===== config.mk =====
export PLATFORM = sky130hd
export DESIGN_NAME = hslc_ram
export DESIGN_NICKNAME = d
export VERILOG_FILES = /design/src/hashed_set_assoc_lookup_cache_unit_defines.svh /design/src/hslc_ram.sv
export SDC_FILE = /design/constraint.sdc
export NUM_CORES = 1
export LEC_CHECK = 0
export BUFFER_PORTS_ARGS = -buffer_cell sky130_fd_sc_hd__buf_4
export CORE_MARGIN = 2
export CORE_UTILIZATION = 40
export DETAILED_ROUTE_END_ITERATION = 8
export HOLD_SLACK_MARGIN = 0.12
export SLEW_MARGIN = 25
export SYNTH_ARGS = -nofsm -noshare
export SYNTH_HDL_FRONTEND = slang
export SYNTH_SLANG_ARGS = --single-unit

===== constraint.sdc =====
create_clock -name clk -period 4.5 [get_ports clk]
set_input_delay 0.9 -clock clk [delete_from_list [all_inputs] [get_ports clk]]
set_output_delay 0.9 -clock clk [all_outputs]
set_load 0.005 [all_outputs]

===== src/hashed_set_assoc_lookup_cache_unit_defines.svh =====
// Assertion macros used by the lookup cache top level.
`ifndef HASHED_SET_ASSOC_LOOKUP_CACHE_UNIT_DEFINES_SVH
`define HASHED_SET_ASSOC_LOOKUP_CACHE_UNIT_DEFINES_SVH
`ifndef NO_ASSERTIONS
// Checked only while out of reset.
`define HSLC_ASSERT(label, prop) \
    label: assert property (@(posedge clk) disable iff (!rst_n) prop) \
    else $error("hslc: assertion failed");
// Checked at every edge, reset included.
`define HSLC_ASSERT_RST(label, prop) \
    label: assert property (@(posedge clk) prop) \
    else $error("hslc: assertion failed");
`else
`define HSLC_ASSERT(label, prop)
`define HSLC_ASSERT_RST(label, prop)
`endif
`endif


===== src/hslc_ram.sv =====
// Generic single-port-write, single-port-read RAM with registered read data.
`timescale 1ns / 1ps
module hslc_ram #(
    parameter int WIDTH = 8,
    parameter int DEPTH = 32,
    parameter int AW    = (DEPTH > 1) ? $clog2(DEPTH) : 1
) (
    input  logic             clk,
    input  logic             we,
    input  logic [AW-1:0]    waddr,
    input  logic [WIDTH-1:0] wdata,
    input  logic             re,
    input  logic [AW-1:0]    raddr,
    output logic [WIDTH-1:0] rdata
);

    logic [WIDTH-1:0] mem [DEPTH];

    // Write port.
    always_ff @(posedge clk)
    begin
        if (we)
        begin
            mem[waddr] <= wdata;
        end
    end

    // Registered read port; data holds while no read is issued.
    always_ff @(posedge clk)
    begin
        if (re)
        begin
            rdata <= mem[raddr];
        end
    end

endmodule


==> flow_summary.json <==
{
  "status": "complete, no violations",
  "start_util_pct": 40.5,
  "setup_viol": 0,
  "num_rows": 58,
  "grt_pass1_wl_mm": 29.4,
  "synthSimpleGateAreaFrac_pct": 2.05,
  "avgSynthCellArea_sq_um": 24.3,
  "netlist_top_cells_area": "edfxtp_1 (78%), mux4_2 (18%), nor2_1 (1.2%), mux2_2 (0.89%), buf_4 (0.44%)",
  "overflow": 0,
  "final_cell_mix": "edfxtp_1 (264), mux4_2 (80), nor2_1 (33), buf_4 (29), clkbuf_16 (25)",
  "synth-seq-cells": 264,
  "antenna_cells": 0,
  "synth_top_area_share_pct": 78.2,
  "fin_skew_ps": 10.1,
  "avgRoutedWirePerCell_um": 24.6,
  "synth_top_family_by_area": "multiplexers",
  "syn_nets": 438,
  "syn_area_sq_mm": 0.0101,
  "max-slew-margin-rel_pct": 36.7,
  "clock-sinks": 264,
  "synth_fa_ha_area_share_pct": 0,
  "dr_total_vias": 4332,
  "htreeDepth": 1,
  "fmax_mhz": 357,
  "die_h_um": 163,
  "antenna_found_initial": 0,
  "antenna_left": 0,
  "crit_path_end_kind": "flip-flop",
  "crit_fanout": 32,
  "synth.area.mux_share_pct": 18.7,
  "ioPinCount": 29,
  "fin_setup_tns_ps": 0,
  "rsz0062_at_grt": "no",
  "cts_tree": "yes",
  "finalCriticalPeriod_ps": 2800,
  "syn_to_final_growth_pct": 12.5,
  "clock_path_buffers": 3,
  "netlist_instances": 417,
  "dpl.hpwl_mm": 12.6,
  "ff2ff_path_depth": 3,
  "ys_types": 14,
  "fill_cells": 2053,
  "total_power_uw": 4900,
  "cts_resized": 0,
  "drt_first_pass_iters": 5,
  "min_period_over_period_pct": 62.3,
  "ys_warn_count": 0,
  "fin_util_pct": 45.5,
  "grt_pass1_vias": 4451,
  "finalHoldViolations": 0,
  "required_ps": 4760,
  "p_per_area_mw_per_mm2": 430,
  "multi_input_area_sq_mm": 0.00210,
  "tightest_slew_ps": 946,
  "post-cts-setup-buffer-count": 0,
  "synth-xor-area-share_pct": 0,
  "arrival_ps": 3060,
  "holdBufCountCts": 0,
  "regArea_sq_mm": 0.00793,
  "cp-start-kind": "input port",
  "drive_above_1_share_pct": 32.2,
  "die_area_sq_mm": 0.0266,
  "insertion_delay_ps": 510,
  "p_leak_uw": 0.00348,
  "wl_mm": 19.7,
  "final_common_cell": "edfxtp_1",
  "min_path_cells": 1,
  "cts_made_buffers": 25,
  "clk_transition_reported_paths_ps": 60,
  "drtIter0Drc": 402,
  "ys_seq_area_share_pct": 78.2,
  "final_nets": 475,
  "drt-vias-per-instance": 5.42,
  "cap_violations": 0,
  "ir_worst_vdd_mv": 0.231,
  "drc": 0,
  "min_path_type": "input port to flip-flop",
  "finalWeightedCongestion": 0.737,
  "grt_usage_pct": 15.3,
  "io_buffers": 28,
  "synth_largest_area_cell": "edfxtp_1",
  "setup_slack_ps": 1700,
  "crit_type": "input port to flip-flop",
  "pre_cts_ws_ps": 1110,
  "die_w_um": 163,
  "synth_compound_area_share_pct": 0,
  "root_buffer": "clkbuf_16",
  "core_area_sq_mm": 0.0250,
  "slew_violations": 0,
  "grt_start_max_net_pins": 65
}
-- cells in the mapped netlist (all sizes together) --
| cell type | instances |
|---|---|
| edfxtp | 264 |
| mux4 | 80 |
| nor2 | 33 |
| buf | 14 |
| mux2 | 8 |
| clkbuf | 6 |
| nand3b | 5 |
| or3b | 3 |
| nand3 | 2 |
| nand2 | 1 |
| or3 | 1 |
-- where the power goes --
part,switching [uW],internal [uW]
clock network,814,1080
logic,139,115
registers,12.3,2740
-- cells by family (layout without fill, tap and decap cells) --
group	count (synthesis)	after routing
buffers and inverters	20	72
DFF	264	264
muxes	88	88
and+or+nand+nor	45	45
-- per-stage QoR --
step / hold slack [ps] / cell area, sq um / cells
floorplan: 941 / 10100 / 417
global placement: 976 / 10700 / 757
detailed placement: 974 / 10700 / 757
CTS: 708 / 11400 / 799
global route: 703 / 11400 / 799
finish: 721 / 11400 / 799
-- metal layers --
layer  vias to the layer above  GRT usage, %  routed length, um
met5                         -             0                  0
met1                      2318          21.9               8550
met2                       130          24.4               9550
li1                       1852             -                  -
met4                         0          4.47                465
met3                        32          2.51               1130
-- worst max-delay path: stages --
cell and delay (ps):
buf_4 370, buf_12 330, mux4_2 590, mux4_2 560, mux2_2 300
-- layout make-up --
class / instances / area share [%]
sequential: 264 / 69.5
clock buffer: 34 / 5.78
timing repair buffer: 30 / 2.09
multi-input combinational: 133 / 18.4
tap: 330 / 3.62
clock inverter: 8 / 0.560
-- worst paths after layout --
check,start,to,slack [ps]
worst min register to register,mem[11][6]$_DFFE_PP_,rdata[6]$_DFFE_PP_,1000
worst max-delay path,raddr[0],rdata[0]$_DFFE_PP_,1700
worst max register to register,mem[23][6]$_DFFE_PP_,rdata[6]$_DFFE_PP_,2520
worst min-delay path,re,rdata[7]$_DFFE_PP_,720
-- state kept, by name, summed over array words and instances, names as in the netlist --
signal,flops
mem,256
rdata,8
(Power assumes the default switching activity.)
