## src/hashed_set_assoc_lookup_cache_unit_defines.svh

```systemverilog
// Assertion macros used by the lookup cache top level.
`ifndef HASHED_SET_ASSOC_LOOKUP_CACHE_UNIT_DEFINES_SVH
`define HASHED_SET_ASSOC_LOOKUP_CACHE_UNIT_DEFINES_SVH
`ifndef NO_ASSERTIONS
// Checked only while out of reset.
`define HSLC_ASSERT(label, prop) \
    label: assert property (@(posedge clk) disable iff (!rst_n) prop) \
    else $error("hslc: assertion failed");
// Checked at every edge, reset included.
`define HSLC_ASSERT_RST(label, prop) \
    label: assert property (@(posedge clk) prop) \
    else $error("hslc: assertion failed");
`else
`define HSLC_ASSERT(label, prop)
`define HSLC_ASSERT_RST(label, prop)
`endif
`endif

```

## src/hslc_pkg.sv

```systemverilog
// Shared types, constants and helper functions of the lookup cache.
`timescale 1ns / 1ps
package hslc_pkg;

    localparam int ENTRIES_DEF = 256;
    localparam int WAYS_DEF    = 8;

    localparam int OP_W    = 3;
    localparam int ID_W    = 32;
    localparam int ST_W    = 4;
    localparam int DADDR_W = 32;

    // Stored states that a query with state zero also matches: 3, 4, 6, 10, 11 and 13.
    localparam logic [15:0] WILDCARD_STATES = 16'h2C58;

    typedef enum logic [OP_W-1:0] {
        OP_LOOKUP     = 3'd0,
        OP_ADD        = 3'd1,
        OP_CHANGE     = 3'd2,
        OP_FORGET     = 3'd3,
        OP_FORGET_ALL = 3'd4
    } op_t;

    typedef struct packed {
        logic [ID_W-1:0]    key;
        logic [DADDR_W-1:0] daddr;
        logic [ST_W-1:0]    state;
    } entry_t;

    typedef struct packed {
        op_t                op;
        logic [ID_W-1:0]    id;
        logic [ST_W-1:0]    state;
        logic [DADDR_W-1:0] daddr;
    } req_t;

    typedef struct packed {
        logic               found;
        logic [DADDR_W-1:0] address;
    } resp_t;

    typedef struct packed {
        logic row_we;
        logic victim_adv;
    } upd_t;

    // Fold the upper bytes of the id onto the low ones.
    function automatic logic [ID_W-1:0] hash_id(input logic [ID_W-1:0] id);
        return id ^ (id >> 8) ^ (id >> 16) ^ (id >> 24);
    endfunction

    // Key must be equal; state must be equal or be a wildcard hit.
    function automatic logic entry_match(input entry_t e, input logic [ID_W-1:0] id,
                                         input logic [ST_W-1:0] st);
        logic wild;
        wild = (st == '0) && WILDCARD_STATES[e.state];
        return (e.key == id) && ((e.state == st) || wild);
    endfunction

endpackage

```

## src/hslc_way_match.sv

```systemverilog
// Parallel way compare and row update for one set of the lookup cache.
`timescale 1ns / 1ps
module hslc_way_match #(
    parameter int WAYS     = hslc_pkg::WAYS_DEF,
    parameter int WAY_BITS = $clog2(WAYS)
) (
    input  hslc_pkg::entry_t [WAYS-1:0]     row_in,
    input  hslc_pkg::req_t                  req,
    input  logic [WAY_BITS-1:0]             victim,
    input  logic [hslc_pkg::DADDR_W-1:0]    miss_address,
    output hslc_pkg::entry_t [WAYS-1:0]     row_out,
    output hslc_pkg::upd_t                  upd,
    output hslc_pkg::resp_t                 resp
);
    import hslc_pkg::*;

    entry_t [WAYS-1:0]   row_f;
    logic   [WAYS-1:0]   match_raw;
    logic   [WAYS-1:0]   match_f;
    logic   [WAY_BITS-1:0] sel_raw;
    logic   [WAY_BITS-1:0] sel_f;
    logic                forget_en;

    assign forget_en = (req.op == OP_CHANGE) || (req.op == OP_FORGET);

    // Forget pass, on change and forget only: every way holding the id loses key and address.
    always_comb
    begin
        for (int w = 0; w < WAYS; w++)
        begin
            row_f[w] = row_in[w];
            if (forget_en && (row_in[w].key == req.id))
            begin
                row_f[w].key   = '0;
                row_f[w].daddr = '0;
            end
            match_raw[w] = entry_match(row_in[w], req.id, req.state);
            match_f[w]   = entry_match(row_f[w], req.id, req.state);
        end
    end

    // The lowest matching way wins.
    always_comb
    begin
        sel_raw = '0;
        sel_f   = '0;
        for (int w = WAYS - 1; w >= 0; w--)
        begin
            if (match_raw[w])
            begin
                sel_raw = WAY_BITS'(w);
            end
            if (match_f[w])
            begin
                sel_f = WAY_BITS'(w);
            end
        end
    end

    // Per-operation row update and response.
    always_comb
    begin
        row_out      = row_f;
        upd          = '0;
        resp         = '0;
        case (req.op)
            OP_LOOKUP:
            begin
                resp.found   = |match_raw;
                resp.address = (|match_raw) ? row_in[sel_raw].daddr : miss_address;
            end
            OP_ADD, OP_CHANGE:
            begin
                upd.row_we = 1'b1;
                if (|match_f)
                begin
                    row_out[sel_f].daddr = req.daddr;
                end
                else
                begin
                    row_out[victim].key   = req.id;
                    row_out[victim].daddr = req.daddr;
                    row_out[victim].state = req.state;
                    upd.victim_adv        = 1'b1;
                end
            end
            OP_FORGET:
            begin
                upd.row_we = 1'b1;
            end
            default:
            begin
                // Forget-all is done by the clearing sweep; unused codes do nothing.
                upd.row_we = 1'b0;
            end
        endcase
    end

endmodule

```

## config.mk

```make
export PLATFORM = sky130hd
export DESIGN_NAME = hslc_way_match
export DESIGN_NICKNAME = d
export VERILOG_FILES = /design/src/hashed_set_assoc_lookup_cache_unit_defines.svh /design/src/hslc_pkg.sv /design/src/hslc_way_match.sv
export SDC_FILE = /design/constraint.sdc
export NUM_CORES = 2
export LEC_CHECK = 0
export BUFFER_PORTS_ARGS = -buffer_cell sky130_fd_sc_hd__buf_2
export CAP_MARGIN = 30
export CORE_AREA = 4 4 476 478
export DETAILED_ROUTE_END_ITERATION = 16
export DIE_AREA = 0 0 480 482
export SLEW_MARGIN = 20
export SYNTH_ARGS = -nofsm -noshare
export SYNTH_HDL_FRONTEND = slang
export SYNTH_SLANG_ARGS = --single-unit
```

## constraint.sdc

```tcl
create_clock -name vclk -period 4.95
set_clock_uncertainty 0.15 [all_clocks]
set_input_delay 0.7425 -clock vclk [all_inputs]
set_output_delay 0.7425 -clock vclk [all_outputs]
set_load 0.1 [all_outputs]
```

==> impl_metrics.prom <==
# TYPE chip_impl_metric gauge
chip_impl_metric{name="start_util",unit=""} 0.0742
chip_impl_metric{name="die-area",unit="mm²"} 0.231
chip_impl_metric{name="post_route_cells_drive_above_1_share",unit=""} 0.682
chip_impl_metric{name="met2RoutedLength",unit="µm"} 126000
chip_impl_metric{name="critPathRequiredTime",unit="ns"} 4.06
chip_impl_metric{name="drc_errors",unit=""} 0
chip_impl_metric{name="syn-instance-count",unit=""} 2696
chip_impl_metric{name="crit_path_max_incr_delay",unit="ns"} 0.57
chip_impl_metric{name="synth_top_area_frac",unit=""} 0.211
chip_impl_info{name="worstPathCellList",value="buf_2 > buf_12 > buf_4 > nor4_1 > buf_4 > nand4_1 > nor4_1 > buf_4 > o221a_2 > o221ai_4 > buf_6 > nor2_2 > nand3b_1 > buf_6 > buf_6 > nor2_4 > a22oi_2 > buf_12 > buf_16 > buf_16 > mux2i_2 > buf_4 > buf_12"} 1
chip_impl_metric{name="routed_via_density",unit=""} 4.36
chip_impl_info{name="synthTopCellsByArea",value="mux2i_1 21%, nand2_1 12%, o21ai_0 7.1%, xnor2_1 7.1%, xor2_1 5.1%"} 1
chip_impl_metric{name="setup_viol",unit=""} 577
chip_impl_metric{name="routed_wl",unit="µm"} 328000
chip_impl_metric{name="syn_to_final_growth",unit="%"} 234
chip_impl_metric{name="tightestPinTransition",unit="ns"} 1.14
chip_impl_info{name="synthTopCellsByCount",value="546 x nand2_1, 347 x mux2i_1, 233 x o21ai_0"} 1
chip_impl_metric{name="power.static_leakage",unit="nW"} 24.2
chip_impl_metric{name="vias",unit=""} 34736
chip_impl_metric{name="gpl.final_weighted_congestion",unit=""} 1.05
chip_impl_metric{name="core_area",unit="mm²"} 0.222
chip_impl_metric{name="slew-limit-headroom",unit=""} 0.243
chip_impl_metric{name="sequential_cell_count",unit=""} 0
chip_impl_metric{name="finalWorstPathRequiredPeriod",unit="ns"} 6.04
chip_impl_metric{name="grt_overflow",unit=""} 0
chip_impl_info{name="run_status",value="complete, but fails checks"} 1
chip_impl_metric{name="grtUsageTotal",unit=""} 0.268
chip_impl_metric{name="grt_pass1_wl",unit="µm"} 400000
chip_impl_metric{name="grt_pass1_vias",unit=""} 33003
chip_impl_metric{name="route.antenna.remaining_nets",unit=""} 0
chip_impl_info{name="crit_type",value="primary input to output port"} 1
chip_impl_metric{name="synth_cell_types",unit=""} 79
chip_impl_metric{name="cap_violations",unit=""} 0
chip_impl_info{name="setup.worst_path.end_class",value="output port"} 1
chip_impl_metric{name="maxSlewViolCount",unit=""} 0
chip_impl_metric{name="dieWidth",unit="µm"} 480
chip_impl_metric{name="num_io_pins",unit=""} 1229
chip_impl_metric{name="placed_instance_count",unit=""} 7569
chip_impl_info{name="synth_most_common_cell",value="nand2_1"} 1
chip_impl_metric{name="synth_fp_nets",unit=""} 3346
chip_impl_metric{name="drt_pass1_iterations",unit=""} 6
chip_impl_metric{name="rows",unit=""} 173
chip_impl_metric{name="hpwlAfterDp",unit="µm"} 285000
chip_impl_metric{name="wl_per_cell",unit="µm"} 41.1
chip_impl_info{name="worst_path_max_delay_cell",value="nor4_1"} 1
chip_impl_metric{name="timing.final.hold_violations",unit=""} 0
chip_impl_info{name="top_signal_layer_used",value="met5"} 1
chip_impl_metric{name="post-route-worst-setup-slack",unit="ns"} -1.09
chip_impl_info{name="violations",value="setup timing"} 1
chip_impl_metric{name="placed_area",unit="mm²"} 0.0468
chip_impl_info{name="hold_path.class",value="primary input to output port"} 1
chip_impl_metric{name="post_synth.cell_area_avg",unit="µm²"} 6.11
chip_impl_metric{name="finalCritPeriodShare",unit=""} 1.22
chip_impl_metric{name="die_y",unit="µm"} 482
chip_impl_metric{name="mappedNetlistArea",unit="mm²"} 0.0165
chip_impl_metric{name="grt_max_degree",unit=""} 50
chip_impl_metric{name="critPathArrivalTime",unit="ns"} 5.14
chip_impl_metric{name="powerDensity",unit="mW/mm²"} 129
chip_impl_metric{name="total_of_warnings_raised_by_yosys",unit=""} 0
chip_impl_metric{name="wirelength_met1",unit="µm"} 134000
chip_impl_metric{name="max-vdd-ir-drop",unit="mV"} 0.0578
chip_impl_metric{name="nClkBuffers",unit=""} 0
chip_impl_metric{name="max_clock_freq",unit="MHz"} 166
chip_impl_metric{name="final_cells",unit=""} 7967
chip_impl_metric{name="regArea",unit="µm²"} 0
chip_impl_metric{name="seq_area_frac_synth",unit=""} 0
chip_impl_metric{name="num-nets-final",unit=""} 5454
chip_impl_metric{name="post-route-cell-area",unit="mm²"} 0.0551
chip_impl_info{name="rsz0062_at_grt",value="yes"} 1
chip_impl_info{name="crit_path_start_kind",value="primary input"} 1
chip_impl_info{name="critPathMostFrequentCell",value="buf_4"} 1
chip_impl_metric{name="timing.critical_path.fanout_max",unit=""} 10
chip_impl_info{name="yosysTopAreaCell",value="mux2i_1"} 1
chip_impl_metric{name="port-buffer-count",unit=""} 1229
chip_impl_metric{name="grt_antenna_before_repair",unit=""} 222
chip_impl_metric{name="routed-wl-met3",unit="µm"} 53700
chip_impl_metric{name="detailedRoute.firstIterationViolations",unit=""} 3841
==> layout by cell type, fill, tap and decap left out, types with 94 or more instances in the layout <==
| cell type | n |
|---|---|
| buf_2 | 634 |
| buf_4 | 775 |
| mux2i_4 | 242 |
| inv_1 | 94 |
| nor2_1 | 135 |
| diode_2 | 190 |
| xnor2_1 | 119 |
| buf_6 | 114 |
| o21ai_4 | 156 |
| buf_12 | 723 |
| nand2_1 | 466 |
==> logic make-up after synthesis <==
group,share of synthesized area
simple gates,0.318
compound gates,0.220
mux,0.249
xor+xnor,0.121
buf+inv,0.0922
==> timing repair <==
action                                  4_1_cts  5_1_grt
buffers inserted                            162       38
gates cloned                                 54        1
gates resized for setup                     879      243
endpoints found under the setup margin      577      577
hold buffers                                  0        0
pin swaps                                   125       89
==> area by class of cell <==
type	count	area [µm²]
Fill cell	23724	167000
Timing Repair Buffer	2366	27300
Multi-Input combinational cell	2329	23100
Tap cell	2975	3720
Antenna cell	190	475
Inverter	107	415
==> layer usage <==
| metal | vias to the layer above | track usage |
|---|---|---|
| met5 | - | 0 |
| met4 | 116 | 0.0961 |
| met3 | 600 | 0.162 |
| met2 | 2701 | 0.364 |
| met1 | 17210 | 0.343 |
| li1 | 14109 | - |
==> report_power, final <==
| group | switching, W | internal (W) |
|---|---|---|
| registers | 0 | 0 |
| logic | 0.00461 | 0.00250 |
| clock network | 0 | 0.00000000528 |
==> through the flow <==
stage | power [W] | util | TNS (ns) | hold WS [ns] | worst slack [ns]
floorplan | 0.00331 | - | -534.78 | 1.59 | -1.63
CTS | 0.00701 | 0.242 | -421.05 | 1.76 | -0.922
detailed placement | 0.00662 | 0.211 | -652.65 | 1.77 | -1.64
finish | 0.00712 | 0.248 | -482.54 | 1.75 | -1.09
global route | 0.00726 | 0.248 | -510.76 | 1.77 | -1.07
global placement | 0.00663 | 0.211 | -663.55 | 1.77 | -1.66
==> worst max-delay path, delay by kind of cell <==
family                 cells  cell delay, ns
and+or+nand+nor            6            1.30
AOI/OAI and AO/OA          3            0.52
buffers and inverters     13            2.20
muxes                      1            0.25
==> final timing paths <==
kind	startpoint	to	slack, ns	cells past startpoint
setup / recovery	req[56]	row_out[5]	-1.09	23
hold / removal	req[15]	row_out[291]	1.75	4
Note: power is estimated with default switching activity, not from simulation.
